--- src/rtl/stp_pkg.sv ---
// ----------------------------------------------------------------------------
// stp_pkg: shared constants for the stepper trapezoid ramp
// Default widths, phase codes, action codes, register indexes and reset values.
// ----------------------------------------------------------------------------
package stp_pkg;

  localparam int STEP_BITS_DEF     = 24;
  localparam int PERIOD_BITS_DEF   = 16;
  localparam int POSITION_BITS_DEF = 32;

  localparam int REM_BITS   = 32;
  localparam int PHASE_BITS = 3;

  localparam logic [PHASE_BITS-1:0] PH_IDLE  = 3'd0;
  localparam logic [PHASE_BITS-1:0] PH_ACCEL = 3'd1;
  localparam logic [PHASE_BITS-1:0] PH_RUN   = 3'd2;
  localparam logic [PHASE_BITS-1:0] PH_DECEL = 3'd3;
  localparam logic [PHASE_BITS-1:0] PH_STOP  = 3'd4;

  localparam logic ACT_START = 1'b0;
  localparam logic ACT_TICK  = 1'b1;

  localparam int CFG_IDX_BITS = 2;
  localparam logic [CFG_IDX_BITS-1:0] CFG_FIRST_PERIOD = 2'd0;
  localparam logic [CFG_IDX_BITS-1:0] CFG_RAMP_STEPS   = 2'd1;
  localparam logic [CFG_IDX_BITS-1:0] CFG_MIN_PERIOD   = 2'd2;
  localparam logic [CFG_IDX_BITS-1:0] CFG_MAX_PERIOD   = 2'd3;

  localparam int FIRST_PERIOD_RST = 50000;
  localparam int MIN_PERIOD_RST   = 20;
  localparam int MAX_PERIOD_RST   = 50000;

endpackage

--- src/rtl/stp_if.sv ---
// ----------------------------------------------------------------------------
// stp_if: command and result channels
// Valid/ready channels carrying one command item and one result item.
// ----------------------------------------------------------------------------
interface stp_in_if import stp_pkg::*; #(
  parameter int STEP_BITS = STEP_BITS_DEF
);
  logic                 valid;
  logic                 ready;
  logic                 action;
  logic [STEP_BITS-1:0] move_steps;
  logic                 count_up;

  modport source (output valid, output action, output move_steps, output count_up,
                  input ready);
  modport sink (input valid, input action, input move_steps, input count_up,
                output ready);
endinterface

interface stp_out_if import stp_pkg::*; #(
  parameter int PERIOD_BITS   = PERIOD_BITS_DEF,
  parameter int POSITION_BITS = POSITION_BITS_DEF
);
  logic                            valid;
  logic                            ready;
  logic [PERIOD_BITS-1:0]          step_period;
  logic signed [POSITION_BITS-1:0] position;
  logic [PHASE_BITS-1:0]           phase;
  logic                            move_accepted;
  logic                            move_done;

  modport source (output valid, output step_period, output position, output phase,
                  output move_accepted, output move_done, input ready);
  modport sink (input valid, input step_period, input position, input phase,
                input move_accepted, input move_done, output ready);
endinterface

--- src/rtl/stp_div.sv ---
// ----------------------------------------------------------------------------
// stp_div: bit-serial restoring divider
// Shifts the numerator through one bit per cycle and returns quotient and
// remainder.
// ----------------------------------------------------------------------------
module stp_div import stp_pkg::*; #(
  parameter int NUM_BITS = 33,
  parameter int DEN_BITS = 26
) (
  input  logic                clk,
  input  logic                rst_n,
  input  logic                start,
  input  logic [NUM_BITS-1:0] numer,
  input  logic [DEN_BITS-1:0] denom,
  output logic                done,
  output logic [NUM_BITS-1:0] quot,
  output logic [DEN_BITS-1:0] rem
);

  localparam int CNT_BITS = $clog2(NUM_BITS + 1);

  logic                busy_r, busy_nxt;
  logic                done_r, done_nxt;
  logic [CNT_BITS-1:0] cnt_r, cnt_nxt;
  logic [NUM_BITS-1:0] num_r, num_nxt;
  logic [DEN_BITS-1:0] den_r, den_nxt;
  logic [DEN_BITS-1:0] rem_r, rem_nxt;
  logic [DEN_BITS:0]   trial;
  logic [DEN_BITS:0]   diff;
  logic                fits;

  assign trial = {rem_r, num_r[NUM_BITS-1]};
  assign diff  = trial - {1'b0, den_r};
  assign fits  = trial >= {1'b0, den_r};

  always_comb begin
    busy_nxt = busy_r;
    done_nxt = 1'b0;
    cnt_nxt  = cnt_r;
    num_nxt  = num_r;
    den_nxt  = den_r;
    rem_nxt  = rem_r;
    if (start) begin
      busy_nxt = 1'b1;
      cnt_nxt  = CNT_BITS'(NUM_BITS);
      num_nxt  = numer;
      den_nxt  = denom;
      rem_nxt  = '0;
    end else if (busy_r) begin
      rem_nxt = fits ? diff[DEN_BITS-1:0] : trial[DEN_BITS-1:0];
      num_nxt = {num_r[NUM_BITS-2:0], fits};
      cnt_nxt = cnt_r - CNT_BITS'(1);
      if (cnt_r == CNT_BITS'(1)) begin
        busy_nxt = 1'b0;
        done_nxt = 1'b1;
      end
    end
  end

  always_ff @(posedge clk) begin
    if (!rst_n) begin
      busy_r <= 1'b0;
      done_r <= 1'b0;
      cnt_r  <= '0;
    end else begin
      busy_r <= busy_nxt;
      done_r <= done_nxt;
      cnt_r  <= cnt_nxt;
    end
    num_r <= num_nxt;
    den_r <= den_nxt;
    rem_r <= rem_nxt;
  end

  assign done = done_r;
  assign quot = num_r;
  assign rem  = rem_r;

endmodule

--- src/rtl/stepper_trapezoid_ramp.sv ---
// ----------------------------------------------------------------------------
// stepper_trapezoid_ramp: trapezoid and triangle step ramp planner
// A start item plans a move (zero steps stop it); a tick item during a move
// steps the position, advances the phase and, while ramping, computes the
// next step period with a carried remainder. Every item accepted on in_ch
// gives exactly one result item on out_ch. Start items and run, stop and
// idle ticks need no divide: with the output register free, the result is
// registered at the accepting edge. Accelerating and decelerating ticks
// divide 2p + r by 4c +/- 1 in a bit-serial divider that retires one
// quotient bit per cycle; such an item passes through S_LOAD and S_DIV.
// The command side takes a new item only when no item is in progress; a
// result waiting in the output register does not block that.
// If the receiver stalls, the result holds on out_ch and a newer finished
// result waits inside until the register frees.
// cfg_we writes register cfg_idx from cfg_data at once; write only when idle.
// Synchronous reset clears the motion state, the position, the result valid
// flag and the registers to their documented defaults.
// ----------------------------------------------------------------------------
module stepper_trapezoid_ramp import stp_pkg::*; #(
  parameter int STEP_BITS     = STEP_BITS_DEF,
  parameter int PERIOD_BITS   = PERIOD_BITS_DEF,
  parameter int POSITION_BITS = POSITION_BITS_DEF
) (
  input  logic                    clk,
  input  logic                    rst_n,
  stp_in_if.sink                  in_ch,
  stp_out_if.source               out_ch,
  input  logic                    cfg_we,
  input  logic [CFG_IDX_BITS-1:0] cfg_idx,
  input  logic [((PERIOD_BITS > STEP_BITS) ? PERIOD_BITS : STEP_BITS)-1:0] cfg_data
);

  localparam int NUM_W = ((PERIOD_BITS + 1 > REM_BITS) ? PERIOD_BITS + 1 : REM_BITS) + 1;
  localparam int DEN_W = STEP_BITS + 2;

  typedef enum logic [1:0] {S_IDLE, S_LOAD, S_DIV, S_WAIT} state_t;

  state_t                   state_r, state_nxt;
  logic [PERIOD_BITS-1:0]   first_r, first_nxt;
  logic [STEP_BITS-1:0]     ramp_r, ramp_nxt;
  logic [PERIOD_BITS-1:0]   min_r, min_nxt;
  logic [PERIOD_BITS-1:0]   max_r, max_nxt;
  logic [PERIOD_BITS-1:0]   period_r, period_nxt;
  logic [REM_BITS-1:0]      rem_r, rem_nxt;
  logic [STEP_BITS-1:0]     count_r, count_nxt;
  logic [STEP_BITS-1:0]     limit_r, limit_nxt;
  logic [STEP_BITS-1:0]     run_r, run_nxt;
  logic [STEP_BITS-1:0]     decel_r, decel_nxt;
  logic [PHASE_BITS-1:0]    phase_r, phase_nxt;
  logic                     tri_r, tri_nxt;
  logic                     up_r, up_nxt;
  logic [POSITION_BITS-1:0] pos_r, pos_nxt;
  logic                     acc_r, acc_nxt;
  logic                     done_r, done_nxt;
  logic                     ov_r, ov_nxt;
  logic [PERIOD_BITS-1:0]   op_r, op_nxt;
  logic [POSITION_BITS-1:0] opos_r, opos_nxt;
  logic [PHASE_BITS-1:0]    oph_r, oph_nxt;
  logic                     oacc_r, oacc_nxt;
  logic                     odone_r, odone_nxt;

  logic                     in_fire;
  logic                     out_free;
  logic                     finish;
  logic                     div_start;
  logic                     div_done;
  logic [NUM_W-1:0]         div_num;
  logic [DEN_W-1:0]         div_den;
  logic [NUM_W-1:0]         div_quot;
  logic [DEN_W-1:0]         div_rem;
  logic [STEP_BITS-1:0]     half_steps;
  logic [PERIOD_BITS-1:0]   p_first;
  logic [PERIOD_BITS-1:0]   p_acc_raw;
  logic [PERIOD_BITS-1:0]   p_acc;
  logic [NUM_W:0]           p_sum;
  logic [PERIOD_BITS-1:0]   p_dec;
  logic [STEP_BITS-1:0]     run_less;

  assign in_fire  = in_ch.valid && in_ch.ready;
  assign out_free = !ov_r || out_ch.ready;

  assign div_num = NUM_W'({period_r, 1'b0}) + NUM_W'(rem_r);
  assign div_den = (phase_r == PH_ACCEL) ? {count_r, 2'b01}
                                         : {count_r, 2'b00} - DEN_W'(1);

  stp_div #(
    .NUM_BITS(NUM_W),
    .DEN_BITS(DEN_W)
  ) u_div (
    .clk  (clk),
    .rst_n(rst_n),
    .start(div_start),
    .numer(div_num),
    .denom(div_den),
    .done (div_done),
    .quot (div_quot),
    .rem  (div_rem)
  );

  assign half_steps = in_ch.move_steps >> 1;
  assign p_first    = (first_r <= min_r) ? min_r : ((first_r >= max_r) ? max_r : first_r);
  assign p_acc_raw  = (div_quot >= NUM_W'(period_r)) ? '0
                                                     : period_r - div_quot[PERIOD_BITS-1:0];
  assign p_acc      = (p_acc_raw <= min_r) ? min_r : p_acc_raw;
  assign p_sum      = (NUM_W + 1)'(period_r) + (NUM_W + 1)'(div_quot);
  assign p_dec      = (p_sum >= (NUM_W + 1)'(max_r)) ? max_r : p_sum[PERIOD_BITS-1:0];
  assign run_less   = run_r - STEP_BITS'(1);

  always_comb begin
    state_nxt  = state_r;
    first_nxt  = first_r;
    ramp_nxt   = ramp_r;
    min_nxt    = min_r;
    max_nxt    = max_r;
    period_nxt = period_r;
    rem_nxt    = rem_r;
    count_nxt  = count_r;
    limit_nxt  = limit_r;
    run_nxt    = run_r;
    decel_nxt  = decel_r;
    phase_nxt  = phase_r;
    tri_nxt    = tri_r;
    up_nxt     = up_r;
    pos_nxt    = pos_r;
    acc_nxt    = acc_r;
    done_nxt   = done_r;
    ov_nxt     = ov_r && !out_ch.ready;
    op_nxt     = op_r;
    opos_nxt   = opos_r;
    oph_nxt    = oph_r;
    oacc_nxt   = oacc_r;
    odone_nxt  = odone_r;
    finish     = 1'b0;
    div_start  = 1'b0;

    if (cfg_we) begin
      case (cfg_idx)
        CFG_FIRST_PERIOD: first_nxt = cfg_data[PERIOD_BITS-1:0];
        CFG_RAMP_STEPS:   ramp_nxt  = cfg_data[STEP_BITS-1:0];
        CFG_MIN_PERIOD:   min_nxt   = cfg_data[PERIOD_BITS-1:0];
        CFG_MAX_PERIOD:   max_nxt   = cfg_data[PERIOD_BITS-1:0];
        default: ;
      endcase
    end

    case (state_r)
      S_IDLE: begin
        if (in_fire) begin
          acc_nxt  = 1'b0;
          done_nxt = 1'b0;
          finish   = 1'b1;
          if (in_ch.action == ACT_START) begin
            if (in_ch.move_steps == '0) begin
              phase_nxt  = PH_IDLE;
              period_nxt = '0;
              rem_nxt    = '0;
              count_nxt  = '0;
            end else if (phase_r == PH_IDLE && ramp_r != '0) begin
              period_nxt = p_first;
              rem_nxt    = '0;
              count_nxt  = '0;
              up_nxt     = in_ch.count_up;
              if (ramp_r < half_steps) begin
                tri_nxt   = 1'b0;
                run_nxt   = in_ch.move_steps - (ramp_r << 1);
                decel_nxt = ramp_r;
                limit_nxt = ramp_r;
              end else begin
                tri_nxt   = 1'b1;
                limit_nxt = half_steps + STEP_BITS'(in_ch.move_steps[0]);
                run_nxt   = half_steps;
              end
              phase_nxt = PH_ACCEL;
              acc_nxt   = 1'b1;
            end
          end else if (phase_r != PH_IDLE) begin
            pos_nxt = up_r ? pos_r + POSITION_BITS'(1) : pos_r - POSITION_BITS'(1);
            case (phase_r)
              PH_ACCEL: begin
                count_nxt = count_r + STEP_BITS'(1);
                finish    = 1'b0;
                state_nxt = S_LOAD;
              end
              PH_RUN: begin
                count_nxt = count_r + STEP_BITS'(1);
                if (count_r + STEP_BITS'(1) >= limit_r) begin
                  phase_nxt = (decel_r == '0) ? PH_STOP : PH_DECEL;
                  count_nxt = decel_r;
                end
              end
              PH_DECEL: begin
                if (count_r == '0) begin
                  phase_nxt = PH_STOP;
                  count_nxt = count_r - STEP_BITS'(1);
                end else begin
                  finish    = 1'b0;
                  state_nxt = S_LOAD;
                end
              end
              default: begin
                phase_nxt  = PH_IDLE;
                period_nxt = '0;
                rem_nxt    = '0;
                count_nxt  = '0;
                done_nxt   = 1'b1;
              end
            endcase
          end
        end
      end
      S_LOAD: begin
        div_start = 1'b1;
        state_nxt = S_DIV;
      end
      S_DIV: begin
        if (div_done) begin
          finish  = 1'b1;
          rem_nxt = REM_BITS'(div_rem);
          if (phase_r == PH_ACCEL) begin
            period_nxt = p_acc;
            if (count_r >= limit_r) begin
              if (!tri_r) begin
                phase_nxt = PH_RUN;
                limit_nxt = run_r;
                count_nxt = STEP_BITS'(1);
              end else if (run_r == '0) begin
                phase_nxt  = PH_IDLE;
                period_nxt = '0;
                rem_nxt    = '0;
                count_nxt  = '0;
                done_nxt   = 1'b1;
              end else begin
                phase_nxt = (run_less == '0) ? PH_STOP : PH_DECEL;
                count_nxt = run_less;
              end
            end
          end else begin
            period_nxt = p_dec;
            if (count_r <= STEP_BITS'(1)) begin
              phase_nxt = PH_STOP;
            end
            count_nxt = count_r - STEP_BITS'(1);
          end
        end
      end
      S_WAIT: begin
        finish = 1'b1;
      end
      default: begin
        state_nxt = S_IDLE;
      end
    endcase

    if (finish) begin
      if (out_free) begin
        ov_nxt    = 1'b1;
        op_nxt    = period_nxt;
        opos_nxt  = pos_nxt;
        oph_nxt   = phase_nxt;
        oacc_nxt  = acc_nxt;
        odone_nxt = done_nxt;
        state_nxt = S_IDLE;
      end else begin
        state_nxt = S_WAIT;
      end
    end
  end

  always_ff @(posedge clk) begin
    if (!rst_n) begin
      state_r  <= S_IDLE;
      first_r  <= PERIOD_BITS'(FIRST_PERIOD_RST);
      ramp_r   <= '0;
      min_r    <= PERIOD_BITS'(MIN_PERIOD_RST);
      max_r    <= PERIOD_BITS'(MAX_PERIOD_RST);
      period_r <= '0;
      rem_r    <= '0;
      count_r  <= '0;
      limit_r  <= '0;
      run_r    <= '0;
      decel_r  <= '0;
      phase_r  <= PH_IDLE;
      tri_r    <= 1'b0;
      up_r     <= 1'b0;
      pos_r    <= '0;
      acc_r    <= 1'b0;
      done_r   <= 1'b0;
      ov_r     <= 1'b0;
    end else begin
      state_r  <= state_nxt;
      first_r  <= first_nxt;
      ramp_r   <= ramp_nxt;
      min_r    <= min_nxt;
      max_r    <= max_nxt;
      period_r <= period_nxt;
      rem_r    <= rem_nxt;
      count_r  <= count_nxt;
      limit_r  <= limit_nxt;
      run_r    <= run_nxt;
      decel_r  <= decel_nxt;
      phase_r  <= phase_nxt;
      tri_r    <= tri_nxt;
      up_r     <= up_nxt;
      pos_r    <= pos_nxt;
      acc_r    <= acc_nxt;
      done_r   <= done_nxt;
      ov_r     <= ov_nxt;
    end
    op_r    <= op_nxt;
    opos_r  <= opos_nxt;
    oph_r   <= oph_nxt;
    oacc_r  <= oacc_nxt;
    odone_r <= odone_nxt;
  end

  assign in_ch.ready          = (state_r == S_IDLE);
  assign out_ch.valid         = ov_r;
  assign out_ch.step_period   = op_r;
  assign out_ch.position      = $signed(opos_r);
  assign out_ch.phase         = oph_r;
  assign out_ch.move_accepted = oacc_r;
  assign out_ch.move_done     = odone_r;

endmodule

--- src/flat_wrapper.sv ---
// flat-port wrapper written by rule: the top's interface ports become plain ports
module stepper_trapezoid_ramp_flat import stp_pkg::*;
#(
  parameter int STEP_BITS     = STEP_BITS_DEF,
  parameter int PERIOD_BITS   = PERIOD_BITS_DEF,
  parameter int POSITION_BITS = POSITION_BITS_DEF
)
  (clk, rst_n, cfg_we, cfg_idx, cfg_data, in_ch_valid, in_ch_action, in_ch_move_steps, in_ch_count_up, in_ch_ready, out_ch_valid, out_ch_step_period, out_ch_position, out_ch_phase, out_ch_move_accepted, out_ch_move_done, out_ch_ready);
  stp_in_if #(.STEP_BITS(STEP_BITS)) in_ch_i ();
  stp_out_if #(.PERIOD_BITS(PERIOD_BITS), .POSITION_BITS(POSITION_BITS)) out_ch_i ();
  input  logic clk;
  input  logic rst_n;
  input  logic cfg_we;
  input  logic [CFG_IDX_BITS-1:0] cfg_idx;
  input  logic [((PERIOD_BITS > STEP_BITS) ? PERIOD_BITS : STEP_BITS)-1:0] cfg_data;
  input wire logic [$bits(in_ch_i.valid)-1:0] in_ch_valid;
  input wire logic [$bits(in_ch_i.action)-1:0] in_ch_action;
  input wire logic [$bits(in_ch_i.move_steps)-1:0] in_ch_move_steps;
  input wire logic [$bits(in_ch_i.count_up)-1:0] in_ch_count_up;
  output wire logic [$bits(in_ch_i.ready)-1:0] in_ch_ready;
  output wire logic [$bits(out_ch_i.valid)-1:0] out_ch_valid;
  output wire logic [$bits(out_ch_i.step_period)-1:0] out_ch_step_period;
  output wire logic [$bits(out_ch_i.position)-1:0] out_ch_position;
  output wire logic [$bits(out_ch_i.phase)-1:0] out_ch_phase;
  output wire logic [$bits(out_ch_i.move_accepted)-1:0] out_ch_move_accepted;
  output wire logic [$bits(out_ch_i.move_done)-1:0] out_ch_move_done;
  input wire logic [$bits(out_ch_i.ready)-1:0] out_ch_ready;
  assign in_ch_i.valid = in_ch_valid;
  assign in_ch_i.action = in_ch_action;
  assign in_ch_i.move_steps = in_ch_move_steps;
  assign in_ch_i.count_up = in_ch_count_up;
  assign in_ch_ready = in_ch_i.ready;
  assign out_ch_valid = out_ch_i.valid;
  assign out_ch_step_period = out_ch_i.step_period;
  assign out_ch_position = out_ch_i.position;
  assign out_ch_phase = out_ch_i.phase;
  assign out_ch_move_accepted = out_ch_i.move_accepted;
  assign out_ch_move_done = out_ch_i.move_done;
  assign out_ch_i.ready = out_ch_ready;
  stepper_trapezoid_ramp #(.STEP_BITS(STEP_BITS), .PERIOD_BITS(PERIOD_BITS), .POSITION_BITS(POSITION_BITS)) u_core (.clk(clk), .rst_n(rst_n), .in_ch(in_ch_i), .out_ch(out_ch_i), .cfg_we(cfg_we), .cfg_idx(cfg_idx), .cfg_data(cfg_data));
endmodule
--- config.mk ---
export PLATFORM = sky130hd
export DESIGN_NAME = stepper_trapezoid_ramp_flat
export DESIGN_NICKNAME = d
export VERILOG_FILES = /design/src/rtl/stp_pkg.sv /design/src/rtl/stp_if.sv /design/src/rtl/stp_div.sv /design/src/rtl/stepper_trapezoid_ramp.sv /design/src/flat_wrapper.sv
export SDC_FILE = /design/constraint.sdc
export NUM_CORES = 2
export LEC_CHECK = 0
export BUFFER_PORTS_ARGS = -buffer_cell sky130_fd_sc_hd__buf_4
export CAP_MARGIN = 40
export CORE_MARGIN = 1
export CORE_UTILIZATION = 42
export CTS_CLUSTER_DIAMETER = 40
export CTS_CLUSTER_SIZE = 25
export DETAILED_ROUTE_END_ITERATION = 7
export SLEW_MARGIN = 25
export SYNTH_ARGS = -nofsm -noshare
export SYNTH_HDL_FRONTEND = slang
export SYNTH_SLANG_ARGS = --single-unit
--- constraint.sdc ---
create_clock -name clk -period 7 [get_ports clk]
set_input_delay 1.4 -clock clk [delete_from_list [all_inputs] [get_ports clk]]
set_output_delay 1.4 -clock clk [all_outputs]
set_load 0.02 [all_outputs]
==> impl_metrics.tcl <==
set metrics [dict create \
    maxSlewHeadroom 0.434 \
    drv_cap 0 \
    rsz0062_at_grt "no" \
    yosys.area_share.simple 0.208 \
    fin_skew_ns 0.0293 \
    status "complete, no violations" \
    holdBufCountCts 0 \
    drv_slew 0 \
    detail_route.vias_per_cell 5.76 \
    fmax_mhz 153 \
    reg2reg_setup_slack_ns 0.48 \
    dieArea_um2 70000 \
    setup_viol 0 \
    rows 95 \
    final_hold_viol_count 0 \
    clk_pin_slew_ns 0.06 \
    cts_resized 0 \
    num-nets-final 4042 \
    irDropWorstVdd_v 0.000228 \
    top_layer_used "met4" \
    die_h_um 264 \
    first_pass_iters 8 \
    fin_util 0.495 \
    async_reset_ff_frac 0 \
    ys_warn_count 0 \
    area_growth_pct 15.6 \
    regArea_um2 9060 \
    met3WireLength_um 4340 \
    grt_antenna_before_repair 1 \
    crit_chain "ha_1, fa_1, nor2b_1, o211ai_1, a311oi_1, a21oi_1, o21a_1, nor2_1, nor2_1, xnor2_1, ha_1, and4_1, nand4_1, nand4b_1, a2111oi_2, nand4_1, or4_1, or4_1, or4_4, nor3_4, a22o_1, or2_1" \
    fillers 6647 \
    avgSynthCellArea_um2 7.96 \
    synth_xor_area_frac 0.0654 \
    cts.sinks 397 \
    synth_edf_count 111 \
    synth_area_um2 28900 \
    tritoncts "yes" \
    p_per_area_nw_per_um2 281 \
    clkLatencyLatePin_ns 0.62 \
    io-pin-count 112 \
    dp_hpwl_um 71100 \
    drtAntennaViolNets 0 \
    cp-start-kind "flop" \
    ys_seq_elements 397 \
    dr_wl_met2_um 43800 \
    critPathKind "flop to flop" \
    fin_crit_ns 6.52 \
    post_cts_buffers 0 \
    netlist_instances 3636 \
    max_slew.worst_pin.slew_ns 0.846 \
    synth_area_leaders "dfxtp_1 20%, ha_1 12%, edfxtp_1 12%" \
    synth_top_family_by_area "compound AO/OA/AOI/OAI gates" \
    fp.dieW_um 264 \
    drt_iter0_drc 1984 \
    synth_compound_area_frac 0.221 \
    yosysTopAreaCell "dfxtp_1" \
    place.gp.congestion 0.955 \
    cts-buffers-inserted 76 \
    wl_met1_um 42200 \
    fin_crit_sh 0.931 \
    power_leakage_nw 13.6 \
    grt_max_degree 82 \
    critPathMaxStageDelay_ns 0.58 \
    drive_above_1_share 0.0980 \
    wl_per_cell_um 20.3 \
    ys.flop_type "dfxtp_1" \
    portBuffers 111 \
    vias 26700 \
    start_util 0.428 \
    critPathCaptureType "flop" \
    crit_path_max_fanout 11 \
    worstPathArrival_ns 6.99 \
    h-tree-depth 3 \
    syn_nets 3987 \
    fin_setup_tns_ns 0 \
    grt_pass1_vias 25500 \
    hold_path_class "flop to flop" \
    cpMaxStageDelayCell "or4_4" \
    synth_mux_area_frac 0.00925 \
    grt.overflow.total 0 \
    grt_pass1_wl_um 146000 \
    synth_top_area_frac 0.198 \
    grt_usage 0.265 \
    routed_wl_um 94100 \
    finalPower_mw 9.40 \
    multi_input_area_um2 18400 \
    worstPathRequired_ns 7.47 \
    synth_fa_ha_area_frac 0.129 \
    core_area_um2 67600 \
    seq_area_frac_synth 0.313 \
    cts_buffer_depth 3 \
    antenna_cells 0 \
    cts_root_buffer "clkbuf_16" \
    drt_drc_violations_left 0 \
    synthDistinctLibCells 97 \
]
## critical path: cells and delay by family, from the launching register on
family | cells | cell delay (ns)
adders and majority gates | 3 | 0.97
and+or+nand+nor | 12 | 3.00
AOI/OAI and AO/OA | 6 | 1.76
DFF | 1 | 0.41
xor gates and xnor gates | 1 | 0.21
## Yosys cell counts, types with 13 or more instances
cell type and instances:
nor4_1 36, o21a_1 37, a211oi_1 47, nand2_1 471, inv_1 214, clkbuf_1 150
o211ai_1 39, xor2_1 70, or3_1 13, nand3_1 85, o21ai_0 230, nor2_1 292
dfxtp_1 286, nor2b_1 30, a22oi_1 30, and3_1 22, and2_1 55, ha_1 288
or2_2 16, a21o_1 49, edfxtp_1 111, a31oi_1 65, buf_1 19, o31ai_1 20
a21oi_1 325, nor3_1 115, nand2b_1 38, a221o_1 20, mux2i_1 20, o21bai_1 20
xnor2_1 146, nand4_1 43
## registers in the layout, summed over array words and instances (netlist names), 2 cells and up
signal,flops
u_core.count_r,24
u_core.decel_r,24
u_core.first_r,16
u_core.limit_r,24
u_core.max_r,16
u_core.min_r,16
u_core.out_ch.phase,3
u_core.out_ch.position,32
u_core.out_ch.step_period,16
u_core.period_r,16
u_core.phase_r,3
u_core.pos_r,32
u_core.ramp_r,24
u_core.rem_r,26
u_core.run_r,24
u_core.state_r,2
u_core.u_div.cnt_r,6
u_core.u_div.den_r,25
u_core.u_div.quot,33
u_core.u_div.rem,26
## final cells by class
cell class | count | share of cell area
timing repair buffer | 163 | 0.0393
multi-input combinational | 2837 | 0.550
clock inverter | 47 | 0.0172
sequential | 397 | 0.271
clock buffer | 95 | 0.0659
tap | 873 | 0.0326
inverter | 216 | 0.0243
## kinds of logic (layout without fill, tap and decap cells)
group,count (synthesis),in the layout
buf+inv,402,521
xor+xnor,216,216
mux,26,26
simple gates,1282,1282
fa+ha+maj,294,294
flops,397,397
compound gates,1019,1019
## worst paths after layout
| check | start | to | cells after the start |
|---|---|---|---|
| min | u_core.decel_r[20] | u_core.decel_r[20] | 2 |
| min reg2reg | u_core.decel_r[20] | u_core.decel_r[20] | 2 |
| max reg2reg | u_core.u_div.quot[0] | u_core.out_ch.step_period[13] | 22 |
| max | u_core.u_div.quot[0] | u_core.out_ch.step_period[13] | 22 |
## placed cells by master, fill, tap and decap left out, types with 11 or more instances in the layout
| cell | Yosys | layout |
|---|---|---|
| or3_1 | 13 | 13 |
| edfxtp_1 | 111 | 111 |
| and3_1 | 22 | 22 |
| ha_1 | 288 | 288 |
| or4_1 | 12 | 12 |
| nand2_1 | 471 | 471 |
| xor2_1 | 70 | 70 |
| a21o_1 | 49 | 49 |
| clkbuf_16 | 0 | 84 |
| a211oi_1 | 47 | 46 |
| nor4_1 | 36 | 36 |
| nand4_1 | 43 | 43 |
| a221o_1 | 20 | 20 |
| buf_4 | 3 | 146 |
| o31ai_1 | 20 | 20 |
| nand3_1 | 85 | 84 |
| inv_6 | 0 | 11 |
| a211o_1 | 11 | 11 |
| o211ai_1 | 39 | 39 |
| or2_2 | 16 | 16 |
| o21ai_0 | 230 | 230 |
| nor2b_1 | 30 | 29 |
| a31oi_1 | 65 | 64 |
| xnor2_1 | 146 | 146 |
| nand2b_1 | 38 | 36 |
| mux2i_1 | 20 | 20 |
| a22oi_1 | 30 | 30 |
| o21bai_1 | 20 | 19 |
| nor2_1 | 292 | 291 |
| nor3_1 | 115 | 114 |
| dfxtp_1 | 286 | 285 |
| inv_1 | 214 | 213 |
| a21oi_1 | 325 | 322 |
| o22ai_1 | 12 | 12 |
| and2_1 | 55 | 55 |
| o21a_1 | 37 | 37 |
## power breakdown
part / internal (mW) / switching [mW]
clock network: 2.57 / 1.36
registers: 2.60 / 0.278
logic: 1.02 / 1.58
total: 6.19 / 3.21
## routing by layer
layer  vias up  track usage
li1      13200            -
met1     12600        0.350
met2       740        0.435
met3       199       0.0359
met4         0        0.106
met5         -            0
## metrics by stage
step / area [um2] / hold WS [ns] / setup WS (ns) / std cells
finish: 33500 / 0.476 / 0.482 / 4628
global route: 33500 / 0.501 / 0.0782 / 4628
CTS: 33400 / 0.476 / 0.548 / 4622
detailed placement: 30600 / 0.468 / 0.604 / 4480
global placement: 30400 / 0.467 / 0.649 / 4466
floorplan: 28900 / 0.445 / 1.58 / 3636
Power figures use the tool's default switching activity.
